==> src/design/bsts_pkg.sv <==
// bsts_pkg: shared types and codes for the bounded sorted timestamp table
// used by bsts_cell and bounded_sorted_timestamp_table
package bsts_pkg;

  localparam logic [1:0] MODE_CLEAR  = 2'd0;
  localparam logic [1:0] MODE_INSERT = 2'd1;
  localparam logic [1:0] MODE_FIND   = 2'd2;

  localparam int TIME_W  = 32;
  localparam int COUNT_W = 6;

  typedef struct packed {
    logic [1:0]        mode;
    logic [TIME_W-1:0] time_value;
  } bsts_in_t;

  typedef struct packed {
    logic [COUNT_W-1:0] entry_count;
    logic               evicted;
    logic [TIME_W-1:0]  evicted_time;
    logic               found;
    logic [TIME_W-1:0]  found_time;
  } bsts_out_t;

  // broadcast to every cell
  typedef struct packed {
    logic              clear;
    logic              insert;
    logic [TIME_W-1:0] ins_value;
    logic [TIME_W-1:0] key;
  } bsts_ctrl_t;

  // handed from one cell to its right neighbor
  typedef struct packed {
    logic              valid;
    logic [TIME_W-1:0] value;
    logic              gt;
    logic              hit;
    logic [TIME_W-1:0] carry;
  } bsts_link_t;

endpackage

==> src/design/bsts_cell.sv <==
// bsts_cell: one slot of the sorted chain, holds a timestamp and a find carry
// depends on bsts_pkg
module bsts_cell (
  input  logic                clk,
  input  logic                rst,
  input  bsts_pkg::bsts_ctrl_t ctrl,
  input  bsts_pkg::bsts_link_t prev,
  input  logic                next_valid,
  input  logic                tail,
  output bsts_pkg::bsts_link_t link
);
  import bsts_pkg::*;

  logic              valid;
  logic [TIME_W-1:0] value;
  logic [TIME_W-1:0] carry;
  logic              gt_own;
  logic              hit_own;
  logic              sel;

  always_comb begin
    gt_own  = valid && (value > ctrl.ins_value) && !tail;
    hit_own = valid && (value <= ctrl.key);
    // floor entry, or oldest entry when nothing lies at or below the key
    sel     = (hit_own && !prev.hit) || (valid && !next_valid && !hit_own);
    link.valid = valid;
    link.value = value;
    link.gt    = gt_own;
    link.hit   = hit_own;
    link.carry = carry;
  end

  always_ff @(posedge clk) begin
    if (rst) begin
      valid <= 1'b0;
    end else if (ctrl.clear) begin
      valid <= 1'b0;
    end else if (ctrl.insert) begin
      valid <= valid | prev.valid;
    end
  end

  always_ff @(posedge clk) begin
    if (ctrl.insert && !gt_own) begin
      value <= prev.gt ? ctrl.ins_value : prev.value;
    end
    carry <= sel ? value : prev.carry;
  end

endmodule

==> config.mk <==
export PLATFORM = sky130hd
export DESIGN_NAME = bsts_cell
export DESIGN_NICKNAME = d
export VERILOG_FILES = /design/src/design/bsts_pkg.sv /design/src/design/bsts_cell.sv
export SDC_FILE = /design/constraint.sdc
export NUM_CORES = 1
export LEC_CHECK = 0
export ABC_CLOCK_PERIOD_IN_PS = 13200
export BUFFER_PORTS_ARGS = -buffer_cell sky130_fd_sc_hd__buf_2
export CORE_MARGIN = 2
export CORE_UTILIZATION = 25
export DETAILED_ROUTE_END_ITERATION = 8
export GPL_TIMING_DRIVEN = 1
export PLACE_DENSITY_LB_ADDON = 0.3
export SLEW_MARGIN = 20
export SYNTH_ARGS = -nofsm -noshare
export SYNTH_HDL_FRONTEND = slang
export SYNTH_SLANG_ARGS = --single-unit
==> constraint.sdc <==
create_clock -name clk -period 13.2 [get_ports clk]
set_clock_uncertainty 0.1 [all_clocks]
set_input_delay 3.96 -clock clk [delete_from_list [all_inputs] [get_ports clk]]
set_output_delay 3.96 -clock clk [all_outputs]
set_load 0.1 [all_outputs]
==> qor.yml, run 1 <==
outcome: "completed"
p_leak_nw: 3.27
dr_total_vias: 4893
dp_slack_ns: 2.78
layout.cells.most_common: "buf_2"
drv_cap: 0
die_w_um: 148
clk_latency_ns: 0.34
overflow: 0
critPathMaxFanout: 4
hp-class: "flip-flop to flip-flop"
worst-setup-path-type: "input port to output pin"
drive_above_1_share: 0.388
fp.dieH_um: 148
synth-edff-count: 32
regToRegSetupSlack_ns: 9.65
utilization: 0.330
yosysUniqueCellTypes: 38
wl_per_cell_um: 16.7
cts_buffer_depth: 2
tns_ns: 0
switching_share: 0.431
power_mw: 0.831
power_frac_comb: 0.402
hold_viol: 0
gp_congestion: 0.759
p_sw_mw: 0.358
wirelength_um: 17000
timing.final.crit_share: 0.779
ctsResizeCount: 0
crit_arrival_ns: 6.22
ys_async_sr_fraction: 0
power_density_nw_per_um2: 124
syn_to_final_growth_pct: 28.7
ant_nets: 0
port-buffer-count: 203
path_clk_slew_ns: 0.05
cts_buffers: 9
grt_pass1_vias: 4580
start_kind: "input port"
design_area_um2: 6710
core_um2: 20400
setup_ws_ns: 2.92
slew_headroom: 0.272
syn_area_um2: 5220
rr_worst_depth: 9
crit_required_ns: 9.14
ios: 204
via_per_inst: 4.79
p_int_mw: 0.473
cts_tree: "built"
grt_max_degree: 55
dp_hpwl_um: 12800
grt_antenna_before_repair: 1
sequentialPowerShare: 0.305
synth_nets: 768
grt_pass1_wl_um: 25700
worstSetupEndpointType: "output pin"
rsz0062_at_grt: "no"
drt_pass1_iterations: 5
clock_power_share: 0.294
max_freq_ghz: 0.0972
clock_sinks: 65
syn_inst: 567
start_util: 0.256
final_max_slew_viol_count: 0
htreeDepth: 3
worst_pin_slew_ns: 1.09
synth-seq-cells: 65
worst_ir_drop_vdd_mv: 0.0570
drc: 0
ys_warn_count: 0
place_area_um2: 6410
drtIter0Drc: 160
grtUsageTotal: 0.152
dieArea_um2: 22000
setup_viol: 0
yosys_most_used_dff: "dfxtp_1"
holdPathStages: 2
postCtsHoldBufs: 0
avgSynthCellArea_um2: 9.20
post_cts_buffers: 0
final_nets: 946
final_cell_mix: "buf_2 (203), nand2_1 (69), inv_1 (65)"
cts_root_buf: "clkbuf_16"
fin_crit_ns: 10.28
ys_seq_area_frac: 0.311
rows: 52
## power groups by stage
stage | clock [mW] | sequential [mW] | combinational (mW)
2_1_floorplan | 0 | 0.419 | 0.0982
5_1_grt | 0.264 | 0.256 | 0.355
3_3_place_gp | 0 | 0.258 | 0.334
3_5_place_dp | 0 | 0.258 | 0.335
4_1_cts | 0.255 | 0.254 | 0.336
6_report | 0.244 | 0.253 | 0.334
## layer usage
| layer | vias up | GRT usage | wire (um) |
|---|---|---|---|
| li1 | 2453 | - | - |
| met1 | 2276 | 0.203 | 7900 |
| met2 | 147 | 0.246 | 7990 |
| met3 | 15 | 0.0380 | 936 |
| met4 | 2 | 0.0381 | 195 |
| met5 | - | 0 | 13 |
## Yosys cell counts, types with 8 or more instances
| master | number | area [um2] |
|---|---|---|
| inv_1 | 65 | 244 |
| o21ai_0 | 10 | 50.1 |
| o211ai_1 | 36 | 270 |
| dfxtp_1 | 33 | 661 |
| a21o_1 | 11 | 82.6 |
| o211ai_2 | 29 | 363 |
| edfxtp_1 | 32 | 961 |
| nand2_1 | 69 | 259 |
| a21oi_1 | 20 | 100 |
| mux2_2 | 32 | 360 |
| ha_1 | 64 | 801 |
| nand4_1 | 15 | 93.8 |
| nand3_1 | 36 | 180 |
| a211o_1 | 33 | 289 |
| clkbuf_1 | 20 | 75.1 |
| buf_2 | 8 | 40.0 |
## final timing paths
kind | endpoint | start
max | link[32] | ctrl[15]
min | carry[0] | value[0]
max reg2reg | carry[31] | value[31]
min reg2reg | carry[0] | value[0]
## per-stage QoR
stage / instances / hold WS [ns]
after floorplan: 567 / 0.439
final: 1021 / 0.502
after detailed placement: 1004 / 0.490
after global routing: 1020 / 0.528
after CTS: 1020 / 0.503
after global placement: 1004 / 0.475
## registers in the layout, summed over array words and instances, names as in the netlist
signal,count
valid,1
carry,32
value,32
## cell families after synthesis
| group | count (synthesis) | synth area share |
|---|---|---|
| AND/OR/NAND/NOR | 144 | 0.130 |
| AO/OA/AOI/OAI | 155 | 0.246 |
| multiplexers | 32 | 0.0691 |
| buffers and inverters | 107 | 0.0904 |
| adder cells (fa/ha/maj) | 64 | 0.154 |
| flip-flops | 65 | 0.311 |
## worst max-delay path, cell delays in order
cell and delay (ns):
buf_2 0.09, inv_1 0.04, ha_1 0.32, nand4_1 0.23, nor4_1 0.64, nor2b_1 0.15, o31a_2 0.17, nor3b_2 0.15
buf_2 0.46
## layout make-up
cell class              instances  area (um2)
inverters                      65         244
diodes                          1        2.50
clock inverters                 1        5.00
clock buffers                  15         299
fillers                      2156       13700
multi-input cells             395        3140
repair buffers                209        1060
well taps                     270         338
flip-flops and latches         65        1620
Power figures use the tool's default switching activity.
==> inputs of run 2 (changes only) <==
--- a/config.mk
+++ b/config.mk
@@ -5,7 +5,8 @@
 export SDC_FILE = /design/constraint.sdc
 export NUM_CORES = 1
 export LEC_CHECK = 0
-export ABC_CLOCK_PERIOD_IN_PS = 13200
+export ABC_AREA = 1
+export ABC_CLOCK_PERIOD_IN_PS = 9600
 export BUFFER_PORTS_ARGS = -buffer_cell sky130_fd_sc_hd__buf_2
 export CORE_MARGIN = 2
 export CORE_UTILIZATION = 25
==> constraint.sdc (replaced) <==
create_clock -name clk -period 9.6 [get_ports clk]
set_clock_uncertainty 0.1 [all_clocks]
set_input_delay 2.88 -clock clk [delete_from_list [all_inputs] [get_ports clk]]
set_output_delay 2.88 -clock clk [all_outputs]
set_load 0.1 [all_outputs]
==> qor.yml, run 2 <==
outcome: "completed"
path_cells: "buf_2 > inv_1 > ha_1 > nand2_1 > nor4_1 > nand2_1 > nand2_1 > nand2_1 > a21boi_0 > buf_2"
dieArea_um2: 19100
synth_commonest_cells: "nand2_1 (88), inv_1 (77), ha_1 (64), a21oi_1 (60), nor2_1 (48)"
via_per_inst: 4.44
overflow: 0
port-buffer-count: 203
die_w_um: 138
avgSynthCellArea_um2: 8.42
cts_buffers: 9
fp.dieH_um: 138
cts_buffer_depth: 2
rsz0062_at_grt: "no"
worst_ir_drop_vdd_mv: 0.0786
path_clk_slew_ns: 0.06
critPathMaxFanout: 3
postCtsHoldBufs: 0
final_max_slew_viol_count: 0
dp_hpwl_um: 10900
layout.cells.most_common: "buf_2"
crit_path_top_delay_cell: "buf_2"
synth_most_common_cell: "nand2_1"
path_common_cell: "nand2_1"
r2r-start: "value[15]"
htreeDepth: 3
grt_pass1_wl_um: 22500
setup_viol: 0
tns_ns: 0
whs_ns: 0.450
post_cts_buffers: 0
fin_crit_ns: 8.19
syn_area_um2: 4510
syn_inst: 536
synth-edff-count: 32
n_antenna_cell: 0
grtUsageTotal: 0.151
clk_latency_ns: 0.34
grt_pass1_vias: 4251
synthTopCellsByArea: "edfxtp_1 (21%), ha_1 (18%), dfxtp_1 (15%), nand2_1 (7.3%), nand3_2 (6.9%)"
dr_total_vias: 4264
crit_required_ns: 6.62
power_density_nw_per_um2: 167
cts_root_buf: "clkbuf_16"
synth_top_area_share: 0.213
ys_seq_area_frac: 0.359
wirelength_um: 14500
place_area_um2: 5680
worstSetupEndpointType: "output pin"
ant_nets: 0
drv_cap: 0
syn_to_final_growth_pct: 33.5
utilization: 0.338
grt_max_degree: 64
slew_headroom: 0.424
start_util: 0.253
wl_per_cell_um: 15.0
clock_sinks: 65
final_nets: 928
rows: 49
regToRegSetupSlack_ns: 6.61
fin_cells: 961
worstHoldStart: "value[0]"
worst-setup-path-type: "input port to output pin"
drt_pass1_iterations: 4
drc: 0
final_cell_mix: "buf_2 (203), nand2_1 (88), inv_1 (77)"
start_kind: "input port"
hold_viol: 0
synth_nets: 737
design_area_um2: 6020
ys_async_sr_fraction: 0
ctsResizeCount: 0
ios: 204
p_leak_nw: 3.21
ys_warn_count: 0
synth_top_area_cell: "edfxtp_1"
cts_tree: "built"
timing.final.crit_share: 0.854
gp_congestion: 0.770
hp-class: "flip-flop to flip-flop"
synth-seq-cells: 65
grt_antenna_before_repair: 0
worst_pin_slew_ns: 0.863
crit_path_start: "ctrl[47]"
max_freq_ghz: 0.122
reg_top3: "carry x32, value x32, valid x1"
core_um2: 17800
yosys_most_used_dff: "dfxtp_1"
worst_path_largest_cell_delay_ns: 0.55
drive_above_1_share: 0.370
crit_arrival_ns: 5.21
placedCellCount: 944
yosysUniqueCellTypes: 33
drtIter0Drc: 121
run 2: cell count changes in the layout (fill, tap and decap cells not counted), sizes merged, moves of 24 or more:
cell	before	now
o211ai	65	2
nor2	6	51
a21oi	20	61
a211o	33	0
mux2	32	1
nand2	69	93
run 2: kinds of logic (layout without fill, tap and decap cells):
group           Yosys count  after routing  synth area share
simple gates            226            226             0.270
buf+inv                 105            301             0.103
compound gates           75             75            0.0874
flops                    65             65             0.359
fa+ha+maj                64             64             0.177
mux                       1              1           0.00250
run 2: path summary, 6_finish.rpt:
path	endpoint	cells past startpoint
setup / recovery	link[33]	10
setup reg to reg	value[12]	9
hold reg to reg	carry[0]	2
hold / removal	carry[0]	2
run 2: where the power goes:
group	switching (mW)	internal, mW
registers	0.0146	0.314
clock network	0.134	0.228
logic	0.237	0.0786
total	0.386	0.620
run 2: per-layer routing:
layer  vias to the layer above  wire [um]  global-route usage
met5                         -          0                   0
met4                         0        195              0.0478
met3                        12        602              0.0281
met2                       114       6910               0.252
met1                      1938       6740               0.199
li1                       2200          -                   -
run 2: layout make-up:
type,count,area (um2)
clock inverters,7,92.6
fillers,1904,11800
multi-input cells,366,2440
flip-flops and latches,65,1620
repair buffers,206,1060
well taps,229,287
inverters,79,297
clock buffers,9,225
run 2: stage by stage:
step                      setup WS [ns]  power (mW)
final                              1.41        1.01
after CTS                          1.30        1.02
after detailed placement           1.31       0.652
after global placement             1.35       0.650
after floorplan                    2.32       0.572
after global routing               1.15        1.06
run 2: critical path: cells and delay by family:
kind                     cells  cell delay (ns)
AND/OR/NAND/NOR              5             0.84
buffers and inverters        3             0.67
AO/OA/AOI/OAI                1             0.52
adder cells (fa/ha/maj)      1             0.30
